[src/sv/cpbc_pkg.sv]
`default_nettype none

package cpbc_pkg;

    // Scheduling and number format
    localparam int VELOCITY_PERIOD = 50;
    localparam int ANGLE_PERIOD    = 5;
    localparam int FRAC_BITS       = 8;
    localparam int GAIN_FRAC       = 8;

    localparam int TICK_W  = 6;
    localparam int PHASE_W = $clog2(ANGLE_PERIOD + 1);

    // Field widths
    localparam int WORD_W     = 32;
    localparam int GAINS_W    = 48;
    localparam int GAIN_W     = 16;
    localparam int LIMIT_W    = 31;
    localparam int ANGLE_W    = 17;
    localparam int GYRO_W     = 16;
    localparam int WHEEL_W    = 16;
    localparam int DRIVE_W    = 24;
    localparam int CFG_ADDR_W = 3;

    localparam int FRAC_MASK = (1 << FRAC_BITS) - 1;
    localparam int DRIVE_MAX = (1 << (DRIVE_W - 1)) - 1;
    localparam int DRIVE_MIN = -(1 << (DRIVE_W - 1));

    localparam logic signed [WORD_W-1:0]  S32_MAX       = 32'sh7FFF_FFFF;
    localparam logic signed [WORD_W-1:0]  S32_MIN       = 32'sh8000_0000;
    localparam logic signed [ANGLE_W-1:0] BALANCE_RESET = -17'sd102;

    typedef enum logic [CFG_ADDR_W-1:0] {
        REG_VEL_GAINS  = 3'd0,
        REG_ANG_GAINS  = 3'd1,
        REG_RATE_GAINS = 3'd2,
        REG_VEL_LIMIT  = 3'd3,
        REG_ANG_LIMIT  = 3'd4,
        REG_RATE_LIMIT = 3'd5,
        REG_BALANCE    = 3'd6
    } cfg_reg_t;

    typedef enum logic [1:0] {
        LOOP_VEL  = 2'd0,
        LOOP_ANG  = 2'd1,
        LOOP_RATE = 2'd2
    } loop_t;

    typedef enum logic [1:0] {
        ALU_ADD   = 2'd0,
        ALU_SUB   = 2'd1,
        ALU_MUL   = 2'd2,
        ALU_CLAMP = 2'd3
    } alu_op_t;

    // Saturate a 33-bit sum to signed 32 bits
    function automatic logic signed [WORD_W-1:0] sat33(input logic signed [WORD_W:0] v);
        logic signed [WORD_W-1:0] r;
        if (v[WORD_W] != v[WORD_W-1]) begin
            r = v[WORD_W] ? S32_MIN : S32_MAX;
        end else begin
            r = v[WORD_W-1:0];
        end
        return r;
    endfunction

endpackage

`default_nettype wire

[src/sv/cpbc_alu.sv]
`default_nettype none

// Shared saturating add/sub, gain multiply and integrator clamp.
module cpbc_alu (
    input  cpbc_pkg::alu_op_t                   op,
    input  logic signed [cpbc_pkg::WORD_W-1:0]  a,
    input  logic signed [cpbc_pkg::WORD_W-1:0]  b,
    input  logic signed [cpbc_pkg::GAIN_W-1:0]  gain,
    input  logic        [cpbc_pkg::LIMIT_W-1:0] lim,
    output logic signed [cpbc_pkg::WORD_W-1:0]  y
);

    localparam int PROD_W = cpbc_pkg::WORD_W + cpbc_pkg::GAIN_W;

    logic signed [cpbc_pkg::WORD_W:0] sum;
    logic signed [cpbc_pkg::WORD_W:0] a_ext;
    logic signed [cpbc_pkg::WORD_W:0] lim_pos;
    logic signed [cpbc_pkg::WORD_W:0] lim_neg;
    logic signed [PROD_W-1:0]         prod;
    logic signed [PROD_W-1:0]         prod_sh;
    logic signed [cpbc_pkg::WORD_W-1:0] term;
    logic signed [cpbc_pkg::WORD_W-1:0] clamped;

    always_comb begin
        a_ext = (cpbc_pkg::WORD_W + 1)'(a);
        if (op == cpbc_pkg::ALU_SUB) begin
            sum = a_ext - (cpbc_pkg::WORD_W + 1)'(b);
        end else begin
            sum = a_ext + (cpbc_pkg::WORD_W + 1)'(b);
        end

        // floor(gain * a / 256), saturated
        prod    = PROD_W'(a) * PROD_W'(gain);
        prod_sh = prod >>> cpbc_pkg::GAIN_FRAC;
        if (prod_sh > PROD_W'(cpbc_pkg::S32_MAX)) begin
            term = cpbc_pkg::S32_MAX;
        end else if (prod_sh < PROD_W'(cpbc_pkg::S32_MIN)) begin
            term = cpbc_pkg::S32_MIN;
        end else begin
            term = prod_sh[cpbc_pkg::WORD_W-1:0];
        end

        lim_pos = signed'({2'b00, lim});
        lim_neg = -lim_pos;
        if (a_ext > lim_pos) begin
            clamped = lim_pos[cpbc_pkg::WORD_W-1:0];
        end else if (a_ext < lim_neg) begin
            clamped = lim_neg[cpbc_pkg::WORD_W-1:0];
        end else begin
            clamped = a;
        end

        unique case (op)
            cpbc_pkg::ALU_ADD,
            cpbc_pkg::ALU_SUB:   y = cpbc_pkg::sat33(sum);
            cpbc_pkg::ALU_MUL:   y = term;
            cpbc_pkg::ALU_CLAMP: y = clamped;
            default:             y = a;
        endcase
    end

endmodule

`default_nettype wire

[src/sv/cascade_pid_balance_controller_unit.sv]
`default_nettype none

// Cascaded three-loop PID balance controller. Each request on the s_ side is one
// control tick (roll angle, gyro rate, wheel count); each tick yields exactly one
// result on the m_ side (drive plus flags telling whether the velocity and angle
// loops ran). The velocity loop runs every 50th tick, the angle loop every 5th
// tick (always on a velocity tick), the rate loop every tick. All loop math goes
// through one shared ALU (saturating add/sub, 32x16 gain multiply, clamp), one
// step per cycle under a small sequencer; each loop takes 9 steps (10 for the
// angle loop, whose error needs two adds). s_tready returns after the last loop of
// the tick has run and its result has gone to the output register; that handover
// waits only while the previous result is still held in the output register.
// s_tready is low while a tick is being worked. Configuration writes go through
// cfg_wr_en/cfg_addr/cfg_wr_data and must only be issued while the block is idle.
module cascade_pid_balance_controller_unit (
    input  wire logic        aclk,
    input  wire logic        aresetn,

    input  wire logic        s_tvalid,
    output logic             s_tready,
    // [16:0] roll_angle, [32:17] gyro_rate, [48:33] wheel_count, [55:49] zero
    input  wire logic [55:0] s_tdata,

    output logic             m_tvalid,
    input  wire logic        m_tready,
    // [23:0] drive, [24] velocity_ran, [25] angle_ran, [31:26] zero
    output logic [31:0]      m_tdata,

    input  wire logic                            cfg_wr_en,
    input  wire logic [cpbc_pkg::CFG_ADDR_W-1:0] cfg_addr,
    input  wire logic [cpbc_pkg::GAINS_W-1:0]    cfg_wr_data
);

    localparam int W  = cpbc_pkg::WORD_W;
    localparam int GW = cpbc_pkg::GAIN_W;

    typedef enum logic [11:0] {
        ST_IDLE   = 12'b0000_0000_0001,
        ST_ERR_A  = 12'b0000_0000_0010,
        ST_ERR_B  = 12'b0000_0000_0100,
        ST_INTEG  = 12'b0000_0000_1000,
        ST_CLAMP  = 12'b0000_0001_0000,
        ST_DIFF   = 12'b0000_0010_0000,
        ST_TERM_P = 12'b0000_0100_0000,
        ST_TERM_I = 12'b0000_1000_0000,
        ST_SUM_PI = 12'b0001_0000_0000,
        ST_TERM_D = 12'b0010_0000_0000,
        ST_SUM_D  = 12'b0100_0000_0000,
        ST_DONE   = 12'b1000_0000_0000
    } state_t;

    // Control state
    state_t                        state_reg, state_next;
    cpbc_pkg::loop_t               loop_reg, loop_next;
    logic [cpbc_pkg::TICK_W-1:0]   tick_reg, tick_next;
    logic [cpbc_pkg::PHASE_W-1:0]  phase_reg, phase_next;
    logic                          vel_ran_reg, vel_ran_next;
    logic                          ang_ran_reg, ang_ran_next;
    logic                          m_valid_reg, m_valid_next;

    // Loop state
    logic signed [W-1:0] integ_reg [3];
    logic signed [W-1:0] integ_next [3];
    logic signed [W-1:0] last_reg [3];
    logic signed [W-1:0] last_next [3];
    logic signed [W-1:0] vel_out_reg, vel_out_next;
    logic signed [W-1:0] ang_out_reg, ang_out_next;

    // Configuration
    logic [cpbc_pkg::GAINS_W-1:0]       gains_reg [3];
    logic [cpbc_pkg::LIMIT_W-1:0]       limit_reg [3];
    logic signed [cpbc_pkg::ANGLE_W-1:0] balance_reg;

    // Working registers
    logic signed [cpbc_pkg::ANGLE_W-1:0] roll_reg, roll_next;
    logic signed [cpbc_pkg::GYRO_W-1:0]  gyro_reg, gyro_next;
    logic signed [cpbc_pkg::WHEEL_W-1:0] wheel_reg, wheel_next;
    logic signed [W-1:0] err_reg, err_next;
    logic signed [W-1:0] tmp_reg, tmp_next;
    logic signed [W-1:0] diff_reg, diff_next;
    logic signed [W-1:0] acc_reg, acc_next;
    logic [31:0]         m_data_reg, m_data_next;

    // Shared ALU hookup
    cpbc_pkg::alu_op_t            alu_op;
    logic signed [W-1:0]          alu_a;
    logic signed [W-1:0]          alu_b;
    logic signed [GW-1:0]         alu_gain;
    logic [cpbc_pkg::LIMIT_W-1:0] alu_lim;
    logic signed [W-1:0]          alu_y;

    cpbc_alu u_alu (
        .op   (alu_op),
        .a    (alu_a),
        .b    (alu_b),
        .gain (alu_gain),
        .lim  (alu_lim),
        .y    (alu_y)
    );

    logic [cpbc_pkg::GAINS_W-1:0]  cur_gains;
    logic signed [W-1:0]           wheel_scaled;
    logic signed [W-1:0]           gyro_scaled;
    logic [cpbc_pkg::TICK_W-1:0]   tick_inc;
    logic [cpbc_pkg::PHASE_W-1:0]  phase_inc;
    logic signed [W:0]             drive_q;
    logic [cpbc_pkg::DRIVE_W-1:0]  drive_sat;

    assign cur_gains    = gains_reg[loop_reg];
    assign wheel_scaled = W'(wheel_reg) <<< cpbc_pkg::FRAC_BITS;
    assign gyro_scaled  = W'(gyro_reg) <<< cpbc_pkg::FRAC_BITS;
    assign tick_inc     = tick_reg + 1'b1;
    assign phase_inc    = (phase_reg == cpbc_pkg::PHASE_W'(cpbc_pkg::ANGLE_PERIOD - 1)) ?
                          '0 : phase_reg + 1'b1;

    // Rate loop output to integer, truncated toward zero, then saturated
    always_comb begin
        drive_q = ((W + 1)'(acc_reg) +
                   (acc_reg[W-1] ? (W + 1)'(cpbc_pkg::FRAC_MASK) : (W + 1)'(0)))
                  >>> cpbc_pkg::FRAC_BITS;
        if (drive_q > (W + 1)'(cpbc_pkg::DRIVE_MAX)) begin
            drive_sat = cpbc_pkg::DRIVE_W'(cpbc_pkg::DRIVE_MAX);
        end else if (drive_q < (W + 1)'(cpbc_pkg::DRIVE_MIN)) begin
            drive_sat = cpbc_pkg::DRIVE_W'(cpbc_pkg::DRIVE_MIN);
        end else begin
            drive_sat = drive_q[cpbc_pkg::DRIVE_W-1:0];
        end
    end

    assign s_tready = (state_reg == ST_IDLE);
    assign m_tvalid = m_valid_reg;
    assign m_tdata  = m_data_reg;

    // Sequencer
    always_comb begin
        state_next   = state_reg;
        loop_next    = loop_reg;
        tick_next    = tick_reg;
        phase_next   = phase_reg;
        vel_ran_next = vel_ran_reg;
        ang_ran_next = ang_ran_reg;
        m_valid_next = m_valid_reg;
        integ_next   = integ_reg;
        last_next    = last_reg;
        vel_out_next = vel_out_reg;
        ang_out_next = ang_out_reg;
        roll_next    = roll_reg;
        gyro_next    = gyro_reg;
        wheel_next   = wheel_reg;
        err_next     = err_reg;
        tmp_next     = tmp_reg;
        diff_next    = diff_reg;
        acc_next     = acc_reg;
        m_data_next  = m_data_reg;

        alu_op   = cpbc_pkg::ALU_ADD;
        alu_a    = err_reg;
        alu_b    = tmp_reg;
        alu_gain = cur_gains[GW-1:0];
        alu_lim  = limit_reg[loop_reg];

        if (m_valid_reg && m_tready) begin
            m_valid_next = 1'b0;
        end

        unique case (state_reg)
            ST_IDLE: begin
                if (s_tvalid) begin
                    roll_next  = s_tdata[16:0];
                    gyro_next  = s_tdata[32:17];
                    wheel_next = s_tdata[48:33];
                    if (tick_inc == cpbc_pkg::TICK_W'(cpbc_pkg::VELOCITY_PERIOD)) begin
                        tick_next    = '0;
                        phase_next   = '0;
                        vel_ran_next = 1'b1;
                        ang_ran_next = 1'b1;
                        loop_next    = cpbc_pkg::LOOP_VEL;
                    end else begin
                        tick_next    = tick_inc;
                        phase_next   = phase_inc;
                        vel_ran_next = 1'b0;
                        ang_ran_next = (phase_inc == '0);
                        loop_next    = (phase_inc == '0) ? cpbc_pkg::LOOP_ANG :
                                                           cpbc_pkg::LOOP_RATE;
                    end
                    state_next = ST_ERR_A;
                end
            end

            ST_ERR_A: begin
                alu_op = cpbc_pkg::ALU_SUB;
                unique case (loop_reg)
                    cpbc_pkg::LOOP_VEL: begin
                        alu_a    = '0;
                        alu_b    = wheel_scaled;
                        err_next = alu_y;
                        state_next = ST_INTEG;
                    end
                    cpbc_pkg::LOOP_ANG: begin
                        alu_a    = vel_out_reg;
                        alu_b    = W'(roll_reg);
                        tmp_next = alu_y;
                        state_next = ST_ERR_B;
                    end
                    default: begin
                        alu_a    = ang_out_reg;
                        alu_b    = gyro_scaled;
                        err_next = alu_y;
                        state_next = ST_INTEG;
                    end
                endcase
            end

            ST_ERR_B: begin
                alu_a      = tmp_reg;
                alu_b      = W'(balance_reg);
                err_next   = alu_y;
                state_next = ST_INTEG;
            end

            ST_INTEG: begin
                alu_a      = integ_reg[loop_reg];
                alu_b      = err_reg;
                tmp_next   = alu_y;
                state_next = ST_CLAMP;
            end

            ST_CLAMP: begin
                alu_op = cpbc_pkg::ALU_CLAMP;
                alu_a  = tmp_reg;
                integ_next[loop_reg] = alu_y;
                state_next = ST_DIFF;
            end

            ST_DIFF: begin
                alu_op    = cpbc_pkg::ALU_SUB;
                alu_a     = err_reg;
                alu_b     = last_reg[loop_reg];
                diff_next = alu_y;
                last_next[loop_reg] = err_reg;
                state_next = ST_TERM_P;
            end

            ST_TERM_P: begin
                alu_op     = cpbc_pkg::ALU_MUL;
                alu_a      = err_reg;
                alu_gain   = cur_gains[GW-1:0];
                acc_next   = alu_y;
                state_next = ST_TERM_I;
            end

            ST_TERM_I: begin
                alu_op     = cpbc_pkg::ALU_MUL;
                alu_a      = integ_reg[loop_reg];
                alu_gain   = cur_gains[2*GW-1:GW];
                tmp_next   = alu_y;
                state_next = ST_SUM_PI;
            end

            ST_SUM_PI: begin
                alu_a      = acc_reg;
                alu_b      = tmp_reg;
                acc_next   = alu_y;
                state_next = ST_TERM_D;
            end

            ST_TERM_D: begin
                alu_op     = cpbc_pkg::ALU_MUL;
                alu_a      = diff_reg;
                alu_gain   = cur_gains[3*GW-1:2*GW];
                tmp_next   = alu_y;
                state_next = ST_SUM_D;
            end

            ST_SUM_D: begin
                alu_a = acc_reg;
                alu_b = tmp_reg;
                unique case (loop_reg)
                    cpbc_pkg::LOOP_VEL: begin
                        vel_out_next = alu_y;
                        loop_next    = ang_ran_reg ? cpbc_pkg::LOOP_ANG :
                                                     cpbc_pkg::LOOP_RATE;
                        state_next   = ST_ERR_A;
                    end
                    cpbc_pkg::LOOP_ANG: begin
                        ang_out_next = alu_y;
                        loop_next    = cpbc_pkg::LOOP_RATE;
                        state_next   = ST_ERR_A;
                    end
                    default: begin
                        acc_next   = alu_y;
                        state_next = ST_DONE;
                    end
                endcase
            end

            ST_DONE: begin
                // wait here only while the previous result is still unclaimed
                if (!m_valid_reg || m_tready) begin
                    m_data_next  = {6'b0, ang_ran_reg, vel_ran_reg, drive_sat};
                    m_valid_next = 1'b1;
                    state_next   = ST_IDLE;
                end
            end

            default: begin
                state_next = ST_IDLE;
            end
        endcase
    end

    // Control and loop state
    always_ff @(posedge aclk) begin
        if (!aresetn) begin
            state_reg   <= ST_IDLE;
            loop_reg    <= cpbc_pkg::LOOP_VEL;
            tick_reg    <= '0;
            phase_reg   <= '0;
            vel_ran_reg <= 1'b0;
            ang_ran_reg <= 1'b0;
            m_valid_reg <= 1'b0;
            vel_out_reg <= '0;
            ang_out_reg <= '0;
            for (int i = 0; i < 3; i++) begin
                integ_reg[i] <= '0;
                last_reg[i]  <= '0;
            end
        end else begin
            state_reg   <= state_next;
            loop_reg    <= loop_next;
            tick_reg    <= tick_next;
            phase_reg   <= phase_next;
            vel_ran_reg <= vel_ran_next;
            ang_ran_reg <= ang_ran_next;
            m_valid_reg <= m_valid_next;
            vel_out_reg <= vel_out_next;
            ang_out_reg <= ang_out_next;
            integ_reg   <= integ_next;
            last_reg    <= last_next;
        end
    end

    // Configuration registers
    always_ff @(posedge aclk) begin
        if (!aresetn) begin
            for (int i = 0; i < 3; i++) begin
                gains_reg[i] <= '0;
                limit_reg[i] <= '0;
            end
            balance_reg <= cpbc_pkg::BALANCE_RESET;
        end else if (cfg_wr_en) begin
            case (cpbc_pkg::cfg_reg_t'(cfg_addr))
                cpbc_pkg::REG_VEL_GAINS:  gains_reg[0] <= cfg_wr_data;
                cpbc_pkg::REG_ANG_GAINS:  gains_reg[1] <= cfg_wr_data;
                cpbc_pkg::REG_RATE_GAINS: gains_reg[2] <= cfg_wr_data;
                cpbc_pkg::REG_VEL_LIMIT:  limit_reg[0] <= cfg_wr_data[cpbc_pkg::LIMIT_W-1:0];
                cpbc_pkg::REG_ANG_LIMIT:  limit_reg[1] <= cfg_wr_data[cpbc_pkg::LIMIT_W-1:0];
                cpbc_pkg::REG_RATE_LIMIT: limit_reg[2] <= cfg_wr_data[cpbc_pkg::LIMIT_W-1:0];
                cpbc_pkg::REG_BALANCE:    balance_reg  <= cfg_wr_data[cpbc_pkg::ANGLE_W-1:0];
                default: ;
            endcase
        end
    end

    // Payload (no reset)
    always_ff @(posedge aclk) begin
        roll_reg   <= roll_next;
        gyro_reg   <= gyro_next;
        wheel_reg  <= wheel_next;
        err_reg    <= err_next;
        tmp_reg    <= tmp_next;
        diff_reg   <= diff_next;
        acc_reg    <= acc_next;
        m_data_reg <= m_data_next;
    end

    // Checks
    a_state_onehot: assert property (@(posedge aclk) disable iff (!aresetn)
        $onehot(state_reg))
        else $error("sequencer state not one-hot");

    a_tick_range: assert property (@(posedge aclk) disable iff (!aresetn)
        tick_reg < cpbc_pkg::TICK_W'(cpbc_pkg::VELOCITY_PERIOD))
        else $error("tick counter past velocity period");

    a_accept_starts: assert property (@(posedge aclk) disable iff (!aresetn)
        (s_tvalid && s_tready) |=> (state_reg == ST_ERR_A))
        else $error("accepted request did not start the loop sequence");

    a_vel_implies_ang: assert property (@(posedge aclk) disable iff (!aresetn)
        m_tvalid |-> (!m_tdata[24] || m_tdata[25]))
        else $error("velocity tick without angle update");

endmodule

`default_nettype wire
[config.mk]
export PLATFORM = sky130hd
export DESIGN_NAME = cascade_pid_balance_controller_unit
export DESIGN_NICKNAME = d
export VERILOG_FILES = /design/src/sv/cpbc_pkg.sv /design/src/sv/cpbc_alu.sv /design/src/sv/cascade_pid_balance_controller_unit.sv
export SDC_FILE = /design/constraint.sdc
export NUM_CORES = 2
export LEC_CHECK = 0
export BUFFER_PORTS_ARGS = -buffer_cell sky130_fd_sc_hd__clkbuf_2
export CAP_MARGIN = 25
export CORE_UTILIZATION = 67
export DETAILED_ROUTE_END_ITERATION = 7
export HOLD_SLACK_MARGIN = 0.05
export PLACE_DENSITY_LB_ADDON = 0.2
export SETUP_SLACK_MARGIN = 0.4
export SYNTH_ARGS = -nofsm -noshare
export SYNTH_HDL_FRONTEND = slang
export SYNTH_HIERARCHICAL = 1
export SYNTH_SLANG_ARGS = --single-unit
[constraint.sdc]
create_clock -name aclk -period 20.5 [get_ports aclk]
set_input_delay 4.1 -clock aclk [delete_from_list [all_inputs] [get_ports aclk]]
set_output_delay 4.1 -clock aclk [all_outputs]
set_load 0.01 [all_outputs]
==> metrics.txt <==
root buf cell=clkbuf_16; Port Buf Inserts=approximately 130; maximum clock frequency=roughly 0.084 GHz; outcome=finished, final reports clean; initial antenna violation count=7; largest net degree at the start of global routing=between 90 and 100; CTS tree=yes; Final Cell Area=approximately 60000 um^2; post-DP HPWL=around 120000 um; RSZ-0062 raised after global routing=no; Num CTS Buffers=between 70 and 80; reg2reg end=err_reg[10]; Die X=around 290 um; CP arrival=between 10 and 15 ns; first-pass GRT wire length=249000 um; max_cap viols=0; number of vias in the routed layout=around 44000; H-tree levels=3; fin crit share=0.581; WL final=approximately 160000 um; crit end category=flop; WS Path Type=flop to flop; Slowest-stage cell, CP=nand4b_1; synthesis warning total=6; post-CTS setup buffers=0; prevailing post-synth register cell=edfxtp_1; NumNets Final=between 6000 and 7000; worst r2r path cells=30; DR DRC count=0; Crit. path cell count=30; Hold WC Path Type=flop to flop; Most Frequent Cell on Critical Path=fa_1; TritonCTS Sinks=between 700 and 800; Required @ worst endpoint=slightly above 20 ns; syn avg cell area=about 9.6 um^2; layout cells sized above 1=0.0878; final hold violation count=0; max FFs per register=144; minimum clock period=approximately 12 ns; all-layer global routing usage=0.383; Netlist cell types=just over 100; EDFF count, synth=440; DIE AREA=84900 um^2; Hold Crit Start=last_reg[50]; Vias/cell=around 6.3; crit-path max FO=32; Hold Buf Count CTS=0; Placed Area=about 58000 um^2; R2R setup slack=about 8.6 ns; core box area=a little over 80000 um^2; crit-path max cell delay=approximately 0.90 ns; I/O pin count=between 100 and 150; mapped cell area=approximately 56000 um^2; asr flop ratio synth=0; drt wl/cell=23.2 um; type of element launching the critical path=flop; DR iter-0 viols=4561; GPL Wtd Cong=about 1; CP delay by family, top=adder cells; Row Count=roughly 110; relative slew slack=0.203; Least-Margin Pin Slew=about 1.2 ns; clock slew at reported path FFs=around 0.060 ns; Syn-to-layout area delta=7.75%; cells after synthesis=5861; GRT overflow=0; Seq/Total Area, Yosys=0.343; Hold EP=last_reg[50]; Buf/Inv on CP=6; Max Clock Skew=0.0489 ns; clk_lat worst skew=about 0.66 ns; PostCTS Resize Cnt=0; number of global-route vias before repair=around 43000; initial core utilization=0.680; number of setup violations in the final report=0; WHS Path Cells=2; FF-to-FF Start=state_reg[4]; DIE HEIGHT=291 um; Setup TNS=0 ns; clk buf depth=3; Yosys reg bits=~740; Slew Viols, Final=0; drt pass-1 iters=8; ANT nets after route=0
[per-layer routing]
metal / vias up / track usage / part of all wire
met1: 21600 / 0.509 / 0.38
li1: 19800 / - / -
met2: 2268 / 0.606 / 0.46
met3: 422 / 0.0613 / 0.10
met5: - / 0 / 0
met4: 0 / 0.206 / 0.062
[worst max path at each step]
stage	from	end	slack, ns
after floorplan	state_reg[11]	acc_reg[23]	11.08
after global placement	state_reg[4]	acc_reg[10]	9.02
after detailed placement	state_reg[4]	acc_reg[10]	8.81
after CTS	state_reg[4]	err_reg[10]	8.74
after global routing	state_reg[4]	err_reg[10]	8.10
final	state_reg[4]	err_reg[10]	8.59
[synth_stat cells, drive strengths merged, types with 17 or more instances]
master	instances	area, um^2
nor4	18	185
a221o	97	971
nor3	43	255
buf	97	522
nor2b	18	113
a21o	30	225
xor2	52	455
a22o	43	377
o211ai	21	163
a21boi	271	2030
a2111o	24	270
nand3	72	360
o21ai	168	856
xnor2	93	822
nand2b	30	188
a31oi	30	188
mux2	57	646
nand4	46	309
nand2	1121	4210
inv	646	2420
o21a	27	203
a21oi	168	841
dfxtp	301	6030
fa	486	9730
a211oi	23	188
and3	31	194
clkbuf	255	957
nor2	202	766
ha	219	2740
o22ai	54	338
mux2i	117	1170
a32oi	34	298
and2	297	1860
o31ai	17	160
edfxtp	440	13200
a22oi	24	180
[cell usage in the layout (no fill, tap or decap), types with 97 or more instances in the layout]
| cell type | netlist | routed |
|---|---|---|
| clkbuf_2 | 0 | 131 |
| fa_1 | 486 | 486 |
| inv_1 | 645 | 643 |
| and2_1 | 296 | 296 |
| o21ai_0 | 164 | 161 |
| edfxtp_1 | 440 | 440 |
| nor2_1 | 199 | 193 |
| mux2i_1 | 117 | 116 |
| a221o_1 | 97 | 97 |
| ha_1 | 219 | 219 |
| a21oi_1 | 168 | 154 |
| nand2_1 | 1119 | 1119 |
| a21boi_0 | 206 | 205 |
| dfxtp_1 | 301 | 297 |
| buf_4 | 14 | 118 |
[stage by stage]
| step | hold slack [ns] | std cells | utilization | worst slack, ns |
|---|---|---|---|---|
| floorplan | 0.408 | 5866 | - | 11.08 |
| global placement | 0.413 | 6834 | 0.700 | 9.02 |
| detailed placement | 0.435 | 6836 | 0.701 | 8.81 |
| CTS | 0.449 | 6977 | 0.733 | 8.74 |
| global route | 0.460 | 6978 | 0.733 | 8.10 |
| finish | 0.448 | 6980 | 0.733 | 8.59 |
[final cells by class]
class                           count  area (um^2)
Inverter                          646         2420
Tap cell                         1070         1340
Timing Repair Buffer              253         1610
Antenna cell                        2         5.00
Sequential cell                   741        19300
Clock inverter                     39          539
Clock buffer                      102         2100
Fill cell                        5826        22000
Multi-Input combinational cell   4127        33200
[cell families after synthesis]
| group | after synthesis | synth area share |
|---|---|---|
| AND/OR/NAND/NOR | 1961 | 0.163 |
| other | 1 | 0.0000668 |
| AO/OA/AOI/OAI | 1135 | 0.147 |
| flip-flops | 741 | 0.343 |
| adder cells (fa/ha/maj) | 706 | 0.222 |
| multiplexers | 174 | 0.0324 |
| buffers and inverters | 998 | 0.0696 |
| XOR/XNOR | 145 | 0.0228 |
[tightest hold or removal path, stage by stage, from the launching register on]
cell and delay [ns]:
dfxtp_1 0.30, nand2_1 0.05, a21boi_1 0.05
Power is left out: the tool's default activity adds up to more than one toggle a clock period on the data nets, which glitch-free logic cannot reach.
